--- config.mk ---
export PLATFORM = sky130hd
export DESIGN_NAME = lower_or_sign_magnitude_adder
export DESIGN_NICKNAME = d
export VERILOG_FILES = /design/src/loa_pkg.sv /design/src/lower_or_sign_magnitude_adder.sv
export SDC_FILE = /design/constraint.sdc
export NUM_CORES = 1
export LEC_CHECK = 0
export ABC_AREA = 0
export BUFFER_PORTS_ARGS = -buffer_cell sky130_fd_sc_hd__clkbuf_2
export CORE_AREA = 3 3 161 163
export CTS_CLUSTER_SIZE = 24
export DETAILED_ROUTE_END_ITERATION = 16
export DIE_AREA = 0 0 164 166
export GPL_TIMING_DRIVEN = 0
export PLACE_DENSITY = 0.65
export SLEW_MARGIN = 20
export SYNTH_ARGS = -nofsm -noshare
export SYNTH_HDL_FRONTEND = slang
export SYNTH_SLANG_ARGS = --single-unit
--- constraint.sdc ---
create_clock -name clk -period 10.9 [get_ports clk]
set_input_delay 1.635 -clock clk [delete_from_list [all_inputs] [get_ports clk]]
set_output_delay 1.635 -clock clk [all_outputs]
set_load 0.005 [all_outputs]
--- src/loa_pkg.sv ---
// shared constants and helpers for the lower-part or sign-magnitude adder
package loa_pkg;

  localparam int MAX_WIDTH = 16;
  localparam int IN_W      = 17;
  localparam int OUT_W     = 18;
  localparam int MAG_W     = 17;
  localparam int CFG_W     = 5;
  localparam int IDX_W     = 2;

  localparam logic [IDX_W-1:0] REG_WIDTH_IN_USE    = 2'd0;
  localparam logic [IDX_W-1:0] REG_APPROX_LOW_BITS = 2'd1;

  localparam logic [CFG_W-1:0] WIDTH_RESET  = 5'd16;
  localparam logic [CFG_W-1:0] APPROX_RESET = 5'd0;
  localparam logic [CFG_W-1:0] MAX_WIDTH_C  = CFG_W'(MAX_WIDTH);

  typedef logic [MAG_W-1:0] mag_t;

  // low n bits set
  function automatic mag_t mask_of(input logic [CFG_W:0] n);
    mag_t m;
    for (int i = 0; i < MAG_W; i++) begin
      m[i] = (CFG_W'(i) < n);
    end
    return m;
  endfunction

  // lower-part or add: bits under lowm are x|y, upper part adds with
  // carry-in x&y taken from the top or bit
  function automatic mag_t lpo_add(input mag_t x, input mag_t y, input mag_t wmask,
                                   input mag_t lowm, input mag_t keepm);
    mag_t xm;
    mag_t ym;
    mag_t kbit;
    mag_t cin;
    mag_t hi;
    xm   = x & wmask;
    ym   = y & wmask;
    kbit = lowm ^ (lowm >> 1);
    cin  = (|(xm & ym & kbit)) ? (lowm + mag_t'(1)) : '0;
    hi   = (xm & ~lowm) + (ym & ~lowm) + cin;
    return (((xm | ym) & lowm) | (hi & ~lowm)) & keepm;
  endfunction

endpackage

--- src/lower_or_sign_magnitude_adder.sv ---
// top level of the lower-part or sign-magnitude adder
//
//  channel | handshake             | payload
//  --------+-----------------------+------------------------------------
//  in      | in_valid / in_stall   | operand_a, operand_b (17b signed)
//  out     | out_valid / out_stall | approx_sum (18b signed)
//  cfg     | cfg_valid / cfg_ready | cfg_index (2b), cfg_data (5b)
//
// one transaction per cycle sustained while out_stall is low; the input
// register feeds the adder path into the result register
// the single adder path (magnitude compare, two chained lpo adds, negate)
// sets the cycle time
// rst is synchronous: clears valids, config back to width 16, exact add
// a stalled result holds while one more input transaction can still land
// in the input register; in_stall rises only when both are full
module lower_or_sign_magnitude_adder
  import loa_pkg::*;
(
  input  logic                    clk,
  input  logic                    rst,
  input  logic                    in_valid,
  output logic                    in_stall,
  input  logic signed [IN_W-1:0]  operand_a,
  input  logic signed [IN_W-1:0]  operand_b,
  output logic                    out_valid,
  input  logic                    out_stall,
  output logic signed [OUT_W-1:0] approx_sum,
  input  logic                    cfg_valid,
  output logic                    cfg_ready,
  input  logic [IDX_W-1:0]        cfg_index,
  input  logic [CFG_W-1:0]        cfg_data
);

  // config registers
  logic [CFG_W-1:0] width_in_use;
  logic [CFG_W-1:0] approx_low_bits;

  // input register stage
  logic                   s1_valid;
  logic signed [IN_W-1:0] s1_a;
  logic signed [IN_W-1:0] s1_b;

  // pipeline control
  logic out_adv;
  logic in_take;

  // clamped config and derived masks
  logic [CFG_W-1:0] wc;
  logic [CFG_W-1:0] kc;
  logic [CFG_W-1:0] wk;
  mag_t             trunc_mask;
  mag_t             wmask;
  mag_t             lowm;
  mag_t             keep_add;

  // datapath
  mag_t             ma;
  mag_t             mb;
  mag_t             big;
  mag_t             small_mag;
  mag_t             neg_small;
  mag_t             v;
  logic             negative;
  logic             subtract;
  logic [OUT_W-1:0] sum_next;

  assign cfg_ready = 1'b1;

  // config write port, unknown index ignored
  always_ff @(posedge clk) begin
    if (rst) begin
      width_in_use    <= WIDTH_RESET;
      approx_low_bits <= APPROX_RESET;
    end else if (cfg_valid && cfg_ready) begin
      unique case (cfg_index)
        REG_WIDTH_IN_USE:    width_in_use    <= cfg_data;
        REG_APPROX_LOW_BITS: approx_low_bits <= cfg_data;
        default: ;
      endcase
    end
  end

  // result register frees when empty or being taken
  assign out_adv  = !out_valid || !out_stall;
  assign in_stall = s1_valid && !out_adv;
  assign in_take  = in_valid && !in_stall;

  always_ff @(posedge clk) begin
    if (rst) begin
      s1_valid <= 1'b0;
    end else if (!in_stall) begin
      s1_valid <= in_valid;
    end
  end

  always_ff @(posedge clk) begin
    if (in_take) begin
      s1_a <= operand_a;
      s1_b <= operand_b;
    end
  end

  // width 0 acts as 1, both fields saturate at the max width
  always_comb begin
    if (width_in_use == '0) begin
      wc = CFG_W'(1);
    end else if (width_in_use > MAX_WIDTH_C) begin
      wc = MAX_WIDTH_C;
    end else begin
      wc = width_in_use;
    end
    kc         = (approx_low_bits > MAX_WIDTH_C) ? MAX_WIDTH_C : approx_low_bits;
    wk         = (wc > kc) ? wc : kc;
    trunc_mask = mask_of({1'b0, wc});
    wmask      = mask_of({1'b0, wk});
    lowm       = mask_of({1'b0, kc});
    // carry out appended only when some exact upper part exists
    keep_add   = (kc >= wk) ? wmask : mask_of({1'b0, wk} + (CFG_W+1)'(1));
  end

  always_comb begin
    // full magnitudes, 17 bits hold 65536
    ma = s1_a[IN_W-1] ? mag_t'(-s1_a) : mag_t'(s1_a);
    mb = s1_b[IN_W-1] ? mag_t'(-s1_b) : mag_t'(s1_b);

    // sign of the larger magnitude, positive on a tie
    if (ma > mb) begin
      negative = s1_a[IN_W-1];
    end else if (mb > ma) begin
      negative = s1_b[IN_W-1];
    end else begin
      negative = 1'b0;
    end
    subtract = (s1_a != '0) && (s1_b != '0) && (s1_a[IN_W-1] != s1_b[IN_W-1]);

    // pick by full value, then cut to the width in use
    big       = ((ma > mb) ? ma : mb) & trunc_mask;
    small_mag = ((ma > mb) ? mb : ma) & trunc_mask;

    // subtract: not-min plus one through the same adder, carry dropped
    neg_small = lpo_add(~small_mag, mag_t'(1), wmask, lowm, wmask);
    if (subtract) begin
      v = lpo_add(big, neg_small, wmask, lowm, wmask);
    end else begin
      v = lpo_add(big, small_mag, wmask, lowm, keep_add);
    end

    sum_next = negative ? (OUT_W'(0) - {1'b0, v}) : {1'b0, v};
  end

  // result register
  always_ff @(posedge clk) begin
    if (rst) begin
      out_valid <= 1'b0;
    end else if (out_adv) begin
      out_valid <= s1_valid;
    end
  end

  always_ff @(posedge clk) begin
    if (out_adv && s1_valid) begin
      approx_sum <= sum_next;
    end
  end

`ifndef SYNTH
  // input side only blocks when the input register is occupied
  a_stall_needs_item: assert property (@(posedge clk) disable iff (rst)
    in_stall |-> s1_valid)
    else $error("in_stall without a held item");

  // an accepted transaction always lands in the input register
  a_take_lands: assert property (@(posedge clk) disable iff (rst)
    (in_valid && !in_stall) |=> s1_valid)
    else $error("accepted transaction lost");

  // a held item moves into a free result register
  a_item_moves: assert property (@(posedge clk) disable iff (rst)
    (s1_valid && out_adv) |=> out_valid)
    else $error("item dropped between stages");

  // result taken with nothing behind it leaves the output empty
  a_drain: assert property (@(posedge clk) disable iff (rst)
    (out_valid && !out_stall && !s1_valid) |=> !out_valid)
    else $error("result repeated");
`endif

endmodule

Word level (Yosys, flattened, before mapping)
Cells that the tools add are included.
- bitwise logic cells: 35
- add/subtract/negate cells: 11
- order comparisons: 74
- reductions and logical operators: 19
- equal/unequal tests: 2
- multiplexer cells: 16
- operators by type and width (operator ; number):
    17-bit bitwise AND ; 24
    17-bit 2-to-1 mux ; 10
    4-bit by 5-bit < comparator with 1-bit output, first input constant ; 24
    17-bit adder ; 6
    17-bit bitwise OR ; 5
    3-bit by 5-bit < comparator with 1-bit output, first input constant ; 12
    17-bit OR reduction ; 3
    4-bit by 6-bit < comparator with 1-bit output, first input constant ; 8
    17-bit greater-than comparator ; 2
    17-bit negation ; 2
    17-bit NOT ; 2
    17-bit nonzero test ; 2
    1-bit by 5-bit < comparator with 1-bit output, first input constant ; 6
    2-bit by 5-bit < comparator with 1-bit output, first input constant ; 6
    3-bit by 6-bit < comparator with 1-bit output, first input constant ; 4
    5-bit 2-to-1 mux ; 4
    1-bit by 17-bit subtractor with 18-bit output, first input constant ; 1
    17-bit by 1-bit adder with 17-bit output, second input constant ; 1
    1-bit by 17-bit bitwise AND with 17-bit output ; 1
    17-bit by 1-bit bitwise AND with 17-bit output ; 1
    17-bit by 1-bit bitwise OR with 17-bit output ; 1
    17-bit by 16-bit bitwise XOR with 17-bit output ; 1
    5-bit < comparator, first input constant ; 3
    1-bit by 6-bit < comparator with 1-bit output, first input constant ; 2
    other kinds (15) ; 26
- bits in registers: 64
- output and inout port bits: 21
- logic and storage cells: 165

Longest topological paths before layout
Gate-level depths: netlist of run 1.
- word-level depth: 27
- gate-level depth with buffers: 46

Worst setup path after synthesis of run 1
Ideal clock, no wire load.
- path type: register to register
- from: register s1_a[8]
- to: register approx_sum[16], data pin
- slack: 0.506 ns
- arrival: 10.124 ns
- library setup time: 0.270 ns
- stages on the path, launching flop included: 44
- clock period less this slack: 10.394 ns
- path through: edfxtp_1 -> or4_4 -> or4_4 -> o21ai_2 -> xor2_2 -> inv_2 -> ha_1 -> nand4_1 -> nor3_1 -> nand3_1 -> a22oi_1 -> clkbuf_1 -> clkbuf_1 -> clkbuf_1 -> nor2_1 -> a21oi_1 -> nand2_1 -> fa_1 -> [8 not listed] -> nor2_1 -> nand2_1 -> clkbuf_1 -> nand2_1 -> fa_1 -> inv_1 -> ha_1 -> nor2b_1 -> o31a_1 -> o2111ai_1 -> nand3_1 -> o22ai_1 -> xnor2_1 -> a32o_1 -> a211o_1 -> or2_1 -> o41ai_2 -> xor2_1
- word-level cells in the longest chain between the ends: 27
- elaborated cells between the ends (all ways): 58
- classes of those cells: add/sub: 8; order compare: 2; mux: 10; bitwise: 32; reduce/logical: 6
- ends and longest elaborated chain (item ; RTL line ; RTL):
    start: declaration ; lower_or_sign_magnitude_adder.sv:40 ; logic signed [IN_W-1:0] s1_a;
    start signal: assignment ; lower_or_sign_magnitude_adder.sv:98 ; s1_a <= operand_a;
    branches (longest 26 deep; another with 17-bit negation) ; n/a ;
    17-bit 2-to-1 mux * ; lower_or_sign_magnitude_adder.sv:148 ; sum_next = negative ? (OUT_W'(0) - {1'b0, v}) : {1'b0, v};
    via sum_next[16] ; lower_or_sign_magnitude_adder.sv:65 ; logic [OUT_W-1:0] sum_next;
    end signal: assignment ; lower_or_sign_magnitude_adder.sv:162 ; approx_sum <= sum_next;
    end: declaration ; lower_or_sign_magnitude_adder.sv:27 ; output logic signed [OUT_W-1:0] approx_sum,
Mark *: on every way through the listed nets, which the timed path passes.
A chain may end at the register's enable or synchronous reset.

Worst setup path in the final report of run 1
- from: register s1_a[6]
- to: register approx_sum[16], data pin
Same word-level chain as after synthesis.

==> flow_summary_export.csv, run 1 <==
group,metric,value,unit
outcome,status,"finished clean",
setup_path,startpoint_type,"register",
sta,setup_viol,0,
sta,slew_violations,0,
yosys,ys_seq_area_frac,0.1636,
yosys,synth_area,11010,µm²
floorplan,chipWidth,164,µm
yosys,synth_ff_type,"edfxtp_1",
drt,drt_pass1_iterations,5,
drt,postRouteAntennaNets,0,
drt,vias_per_cell,6.430,
floorplan,num_io_pins,67,
sta,fmax,93.88,MHz
sta,fin_crit,10650,ps
yosys,ys_types,90,
yosys,syn_area_per_cell,7.498,µm²
place,dp_hpwl,39.84,mm
cts,cts_buffer_depth,2,
cts,tritoncts,"built",
setup_path,cp.required,11000,ps
yosys,yosysTopAreaCell,"edfxtp_1",
setup_path,worst_path_largest_cell_delay,590,ps
place,gp_congestion,1.127,
cts,clk_pin_slew,80,ps
sta,fin_ws,248.3,ps
power,leakagePower,5.567,nW
final_layout,drive_gt1_frac,0.1490,
power,ir_worst_vdd,0.0001007,V
cts,root_buffer,"clkbuf_16",
worst_hold_path,hold_path_class,"reg2reg",
floorplan,fp.dieH,166,µm
setup_path,crit_fanout,10,
sta,finalCritPeriodShare,0.9772,
place,dpl_worst_slack,-3907,ps
yosys,yosys_warnings,0,
setup_path,regToRegStartpoint,"s1_a[6]",
sta,tns,0,ps
place,placedCellCount,1874,
yosys,synth_top_family_by_area,"compound AO/OA/AOI/OAI gates",
worst_hold_path,worstHoldStart,"s1_valid",
final_layout,layout_commonest_cell,"nand2_1",
setup_path,worstPathArrival,10750,ps
yosys,synth.mux.area_fraction,0.02454,
sta,finalHoldViolCount,0,
power,powerDensity,190.4,nW/µm²
yosys,synthTopCellsByArea,"edfxtp_1 14%, ha_1 9.4%, fa_1 6.5%, nand2_1 5.1%, a21oi_1 4.3%",
place,io_buffers,65,
cts,cts.sinks,64,
cts,htree_levels,3,
setup_path,cpMaxStageDelayCell,"or4_4",
global_routing,grt_pass1_wl,71.50,mm
yosys,synth-seq-cells,64,
sta,tightest_slew,1257,ps
cts,cts_hold_buf,0,
setup_path,startpoint,"s1_a[6]",
final_layout,final_cell_mix,"149 x nand2_1, 117 x inv_1, 116 x nor2_1",
cts,cts_inserted_buffers,9,
floorplan,coreArea,24460,µm²
sta,slew_headroom,0.1406,
yosys,synthSimpleGateAreaFrac,0.2514,
drt,num_vias,12400,
drt,wl_per_cell,25.32,µm
final_layout,fin_nets,1764,
global_routing,grt_max_degree,33,
power,power.total,0.002465,W
yosys,synthAdderAreaFrac,0.1597,
global_routing,antenna_found_initial,1,
setup_path,end_kind,"register",
sta,fin_hold_ws,496.6,ps
flow_run,maxCapViolations,0,
global_routing,grt.total_usage,0.3496,
yosys,synth-async-reset-ratio,0,
floorplan,die-area,27220,µm²
sta,fin_skew,19.99,ps
global_routing,overflow,0,
drt,drt_iter0_drc,1479,
yosys,synth-xor-area-share,0.06327,
setup_path,path_class,"reg2reg",
drt,drc_errors,0,
drt,drt-total-wl,48.84,mm
yosys,yosysTopAreaCellShare,0.1418,
floorplan,start_util,0.4503,
cts,clk_latency,350,ps
yosys,synthCells,1469,
floorplan,row_count,57,
global_routing,grt_pass1_vias,11480,
yosys,synth-edff-count,52,
final_layout,finalNonFillerCells,1929,
final_layout,syn_to_final_growth,17.56,%
yosys,synth_compound_area_frac,0.2717,
==> final timing paths <==
check / slack, ps / cells after the start / endpoint
hold reg to reg: 500 / 2 / out_valid
hold / removal: 500 / 2 / out_valid
setup / recovery: 250 / 46 / approx_sum[16]
setup reg to reg: 250 / 46 / approx_sum[16]
==> cells in the mapped netlist (all sizes together) (10+ instances only) <==
cell	instances
nand4	16
or3	27
nor2	118
nand2b	23
xor2	27
o21a	17
a21oi	94
o21bai	11
o21ai	92
edfxtp	52
o31ai	16
nor4	14
a211oi	25
a21o	18
fa	36
nand2	151
clkbuf	48
a21boi	12
ha	83
or4	10
o2111ai	11
nor2b	18
nor3	34
mux2i	27
and3	20
nand3	58
and2	18
xnor2	50
o211ai	30
a31oi	21
buf	13
inv	124
dfxtp	12
or2	17
==> cell type report <==
class,count,area [µm²]
fill,2413,11510
multi-input combinational,1232,9010
sequential,64,1802
timing repair buffer,107,653.1
inverter,126,473.0
tap,324,405.4
buffer,59,312.8
clock buffer,11,254.0
clock inverter,5,36.28
antenna,1,2.502
==> worst max-delay path, delay by kind of cell, from the launching register on <==
kind                     cells  cell delay [ps]
adder cells (fa/ha/maj)      6             2080
XOR/XNOR                     3              440
flip-flops                   1              390
buffers and inverters        9             1190
AND/OR/NAND/NOR             13             3220
AO/OA/AOI/OAI               15             3060
==> registers in the layout (all words and copies together) (netlist names) <==
signal / cells
approx_low_bits: 5
width_in_use: 5
out_valid: 1
approx_sum: 18
s1_valid: 1
s1_a: 17
s1_b: 17
==> power by group <==
group / internal (W) / switching (W) / total (W)
logic: 0.000703 / 0.00112 / 0.00182
registers: 0.000317 / 0.0000157 / 0.000333
clock network: 0.000170 / 0.000141 / 0.000311
total: 0.00119 / 0.00127 / 0.00247
==> timing repair <==
| action | in CTS | in global routing |
|---|---|---|
| endpoints found under the setup margin | 18 | 14 |
| cloned | 0 | 0 |
| setup buffers | 17 | 23 |
| pin swaps | 20 | 24 |
| gates resized for setup | 72 | 41 |
==> cell families after synthesis <==
kind of cell	Yosys count
compound gates	441
xor+xnor	77
fa+ha+maj	119
buf+inv	187
flops	64
mux	27
other cells	2
simple gates	552
==> routing by layer <==
layer	up-vias	global-route usage	part of all wire
li1	5647	-	-
met1	5877	0.4877	0.41
met2	743	0.5255	0.43
met3	137	0.06411	0.11
met4	0	0.1548	0.054
met5	-	0	0
==> stage by stage <==
step | utilization | instance area (µm²)
2_1_floorplan | - | 11070
3_3_place_gp | 0.4823 | 11800
3_5_place_dp | 0.4847 | 11860
4_1_cts | 0.5157 | 12620
5_1_grt | 0.5292 | 12950
6_report | 0.5293 | 12950
Note: power is estimated with default switching activity, not from simulation.
==> run 2, diff against run 1 <==
Settings changed: MAX_ROUTING_LAYER from default to met4.
==> flow_summary_export.csv, run 2 (synthesis gave the netlist of run 1 again) <==
group,metric,value,unit
outcome,status,"finished clean",
worst_hold_path,worstHoldStart,"s1_valid",
final_layout,drive_gt1_frac,0.1325,
setup_path,worstPathArrival,10750,ps
final_layout,final_cell_mix,"150 x nand2_1, 118 x inv_1, 116 x nor2_1",
final_layout,reg_top3,"approx_sum: 18 flops, s1_a: 17 flops, s1_b: 17 flops",
global_routing,grt.total_usage,0.3648,
sta,tightest_slew,1108,ps
cts,cts_hold_buf,0,
sta,slew_headroom,0.2538,
floorplan,start_util,0.4503,
floorplan,coreArea,24460,µm²
floorplan,fp.dieH,166,µm
sta,finalCritPeriodShare,0.9770,
drt,drt_iter0_drc,1521,
place,gp_congestion,1.106,
setup_path,startpoint_type,"register",
setup_path,crit_end,"approx_sum[16]",
setup_path,r2r_cells,42,
final_layout,fill_cells,2440,
sta,fmax,93.91,MHz
power,ir_worst_vdd,0.0001023,V
sta,setup_viol,0,
final_layout,fin_nets,1745,
cts,root_buffer,"clkbuf_16",
setup_path,regToRegStartpoint,"s1_a[8]",
worst_hold_path,hold_path_class,"reg2reg",
setup_path,crit_fanout,10,
cts,cts.sinks,64,
setup_path,cp.depth,42,
cts,cts_buffer_depth,2,
drt,vias_per_cell,6.419,
floorplan,die-area,27220,µm²
setup_path,cpMaxStageDelayCell,"or4_4",
final_layout,layout_commonest_cell,"nand2_1",
sta,slew_violations,0,
drt,num_vias,12250,
drt,postRouteAntennaNets,0,
final_layout,syn_to_final_growth,15.34,%
cts,htree_levels,3,
setup_path,end_kind,"register",
final_layout,antenna_cells,0,
drt,wl_per_cell,25.97,µm
setup_path,worst_path_largest_cell_delay,600,ps
sta,fin_hold_ws,497.6,ps
floorplan,chipWidth,164,µm
power,powerDensity,193.6,nW/µm²
cts,clk_pin_slew,70,ps
final_layout,largest_reg_flops,18,
setup_path,critical_path_buf_inv_count,6,
sta,finalHoldViolCount,0,
setup_path,reg2reg_to,"approx_sum[16]",
global_routing,antenna_found_initial,0,
setup_path,cp.required,11000,ps
place,dp_hpwl,41.02,mm
drt,drt_pass1_iterations,7,
global_routing,grt_pass1_wl,71.74,mm
sta,fin_skew,22.15,ps
sta,tns,0,ps
global_routing,overflow,0,
final_layout,largest-register,"approx_sum",
cts,clk_latency,360,ps
floorplan,num_io_pins,67,
setup_path,startpoint,"s1_a[8]",
place,io_buffers,65,
global_routing,grt_max_degree,33,
drt,drc_errors,0,
cts,tritoncts,"built",
cts,cts_inserted_buffers,9,
setup_path,r2r_slack,250,ps
flow_run,maxCapViolations,0,
power,leakagePower,5.436,nW
floorplan,row_count,57,
setup_path,path_class,"reg2reg",
sta,fin_crit,10650,ps
setup_path,path_delay_family,"simple AND/OR/NAND/NOR gates",
drt,drt-total-wl,49.57,mm
global_routing,grt_pass1_vias,11200,
run 2: cell types whose count changed in the layout (fill, tap and decap cells not counted), sizes merged:
cell | before | now
bufinv | 0 | 1
buf | 57 | 35
clkbuf | 120 | 121
clkinvlp | 0 | 1
inv | 128 | 126
diode | 1 | 0
clkinv | 3 | 5
run 2: repair_timing:
action                                  CTS  global route
gates cloned                              0             1
resized for setup                        57            34
hold endpoints to repair                  0             0
pin swaps                                16            11
endpoints found under the setup margin   18            14
buffers inserted                         12             8
run 2: stage by stage:
stage | utilization | power [W] | setup WS, ps | cells | cell area [µm²]
after global placement | 0.4823 | 0.001943 | -3805 | 1872 | 11800
final | 0.5193 | 0.002460 | 251.1 | 1909 | 12700
after floorplan | - | 0.001492 | 506.2 | 1483 | 11070
after global routing | 0.5193 | 0.002627 | -59.73 | 1909 | 12700
after CTS | 0.5116 | 0.002354 | 32.02 | 1900 | 12520
after detailed placement | 0.4846 | 0.001965 | -3535 | 1873 | 11860
run 2: final cells by class:
| cell class | count | area, µm² | area share |
|---|---|---|---|
| Buffer | 59 | 296.5 | 0.02334 |
| Clock buffer | 9 | 225.2 | 0.01773 |
| Clock inverter | 7 | 80.08 | 0.006304 |
| Inverter | 126 | 473.0 | 0.03723 |
| Multi-Input combinational cell | 1232 | 8894 | 0.7001 |
| Sequential cell | 64 | 1802 | 0.1418 |
| Tap cell | 324 | 405.4 | 0.03191 |
| Timing Repair Buffer | 88 | 528.0 | 0.04156 |
run 2: worst min path at each step:
stage,to,cells after the start
2_1_floorplan,out_valid,2
5_1_grt,out_valid,2
4_1_cts,out_valid,2
6_report,out_valid,2
3_5_place_dp,out_valid,2
3_3_place_gp,out_valid,2
run 2: worst register-to-register path: cells and delay by family (launching register included):
kind	cells	cell delay [ps]
simple gates	13	3350
compound gates	13	2780
fa+ha+maj	6	2100
xor+xnor	4	900
buf+inv	6	880
flops	1	400
run 2: report_power, final:
part           total (W)  switching, W  internal [W]  leakage (nW)
Clock           0.000331      0.000150      0.000181         0.148
Sequential      0.000332     0.0000146      0.000317         0.600
Combinational    0.00180       0.00111      0.000682          4.69
run 2: routing by layer:
metal | vias up | GRT usage | routed length, µm
met5 | - | - | 0
met4 | 0 | 0.1269 | 2245
met3 | 115 | 0.06934 | 5232
met2 | 679 | 0.5448 | 21330
met1 | 5855 | 0.4937 | 20770
li1 | 5605 | - | -
==> run 3, diff against run 2 <==
Settings changed: CORE_AREA 3 3 161 163 to 3 3 146 148, DIE_AREA 0 0 164 166 to 0 0 149 151, PLACE_DENSITY 0.65 to 0.76.
==> flow_summary_export.csv, run 3 (synthesis gave the netlist of run 1 again) <==
group,metric,value,unit
outcome,status,"finished clean",
place,dp_hpwl,39.55,mm
sta,setup_viol,0,
final_layout,largest-register,"approx_sum",
final_layout,final_util,0.6299,
drt,num_vias,12800,
setup_path,r2r_cells,43,
power,powerDensity,197.2,nW/µm²
global_routing,grt.total_usage,0.4398,
sta,fin_crit,10880,ps
drt,drc_errors,0,
sta,tightest_slew,1238,ps
cts,htree_levels,3,
final_layout,fin_nets,1749,
final_layout,layout_commonest_cell,"nand2_1",
final_layout,multiInputGateArea,8891,µm²
place,gp_congestion,1.187,
cts,root_buffer,"clkbuf_16",
power,ir_worst_vdd,0.0001386,V
sta,finalCritPeriodShare,0.9979,
final_layout,final_cell_mix,"150 x nand2_1, 119 x inv_1, 115 x nor2_1",
sta,slew_headroom,0.1673,
drt,drt-total-wl,49.24,mm
worst_hold_path,hold_path_class,"reg2reg",
floorplan,num_io_pins,67,
final_layout,drive_gt1_frac,0.1359,
cts,cts.sinks,64,
setup_path,crit_end,"approx_sum[16]",
cts,cts_hold_buf,0,
floorplan,chipWidth,149,µm
floorplan,coreArea,20170,µm²
cts,clk_pin_slew,70,ps
setup_path,startpoint_type,"register",
flow_run,maxCapViolations,0,
floorplan,row_count,52,
cts,clk_latency,340,ps
drt,wl_per_cell,26.47,µm
final_layout,largest_reg_flops,18,
setup_path,worstPathArrival,10960,ps
global_routing,grt_pass1_wl,72.04,mm
cts,tritoncts,"built",
sta,slew_violations,0,
drt,vias_per_cell,6.881,
final_layout,syn_to_final_growth,15.35,%
setup_path,path_class,"reg2reg",
setup_path,cp.required,10980,ps
cts,cts_inserted_buffers,9,
sta,finalHoldViolCount,0,
setup_path,cpMaxStageDelayCell,"or4_4",
setup_path,startpoint,"s1_a[8]",
setup_path,worst_path_largest_cell_delay,600,ps
drt,drt_iter0_drc,1789,
sta,fin_hold_ws,531.3,ps
global_routing,antenna_found_initial,1,
final_layout,fill_cells,1789,
floorplan,fp.dieH,151,µm
sta,fin_skew,14.71,ps
setup_path,cpMostUsedCell,"nand4_1",
floorplan,start_util,0.5461,
global_routing,grt_pass1_vias,11850,
drt,postRouteAntennaNets,0,
place,io_buffers,65,
setup_path,crit_fanout,14,
drt,drt_pass1_iterations,5,
setup_path,reg2reg_to,"approx_sum[16]",
setup_path,r2r_slack,20,ps
power,leakagePower,5.485,nW
worst_hold_path,worstHoldStart,"s1_valid",
setup_path,regToRegStartpoint,"s1_a[8]",
setup_path,end_kind,"register",
global_routing,grt_max_degree,34,
cts,cts_buffer_depth,2,
floorplan,die-area,22500,µm²
global_routing,overflow,0,
sta,fmax,91.94,MHz
final_layout,ff_latch_area,1802,µm²
final_layout,reg_top3,"approx_sum: 18 flops, s1_a: 17 flops, s1_b: 17 flops",
[run 3: final cells by class]
cell class / instances / share of cell area
well taps: 270 / 0.02659
multi-input cells: 1232 / 0.6998
flip-flops and latches: 64 / 0.1418
clock inverters: 7 / 0.009848
repair buffers: 94 / 0.04540
plain buffers: 57 / 0.02137
diodes: 1 / 0.0001970
inverters: 126 / 0.03723
clock buffers: 9 / 0.01773
[run 3: worst min path at each step]
| stage | endpoint | cells after the start |
|---|---|---|
| after floorplan | out_valid | 2 |
| after global placement | out_valid | 2 |
| after detailed placement | out_valid | 2 |
| after CTS | out_valid | 2 |
| after global routing | out_valid | 2 |
| final | out_valid | 2 |
[run 3: critical path, delay by kind of cell (launching register included)]
family	cells	cell delay, ps
simple gates	15	3930
compound gates	12	2500
fa+ha+maj	6	2100
buf+inv	6	870
xor+xnor	4	790
flops	1	410
[run 3: per-stage QoR]
step	cell area [µm²]	std cells	setup slack [ps]	total power [W]	setup TNS, ps
floorplan	11070	1483	506.2	0.001492	0
detailed placement	11820	1820	-3165	0.001984	-47560
global placement	11730	1818	-3133	0.001941	-48650
finish	12700	1860	23.25	0.002505	0
global route	12700	1860	-180.0	0.002648	-775.3
CTS	12460	1848	3.093	0.002381	0
[run 3: what timing repair did]
item / CTS / global route
pin swaps: 11 / 12
gates cloned: 0 / 1
endpoints found under the setup margin: 18 / 13
gates resized for setup: 45 / 43
setup buffers: 13 / 13
[run 3: routing by layer]
layer / vias to the layer above / global-route usage / routed length (µm) / share of wire
met4: 0 / 0.2682 / 3930 / 0.080
met2: 1028 / 0.6135 / 19850 / 0.40
met3: 193 / 0.1206 / 6731 / 0.14
met1: 5960 / 0.5660 / 18730 / 0.38
li1: 5618 / - / - / -
met5: - / - / 0 / 0
[run 3: where the power goes]
| part | leakage, nW | internal [W] | switching [W] | total (W) |
|---|---|---|---|---|
| Sequential | 0.600 | 0.000318 | 0.0000169 | 0.000335 |
| Combinational | 4.71 | 0.000680 | 0.00114 | 0.00182 |
| Clock | 0.171 | 0.000226 | 0.000120 | 0.000346 |
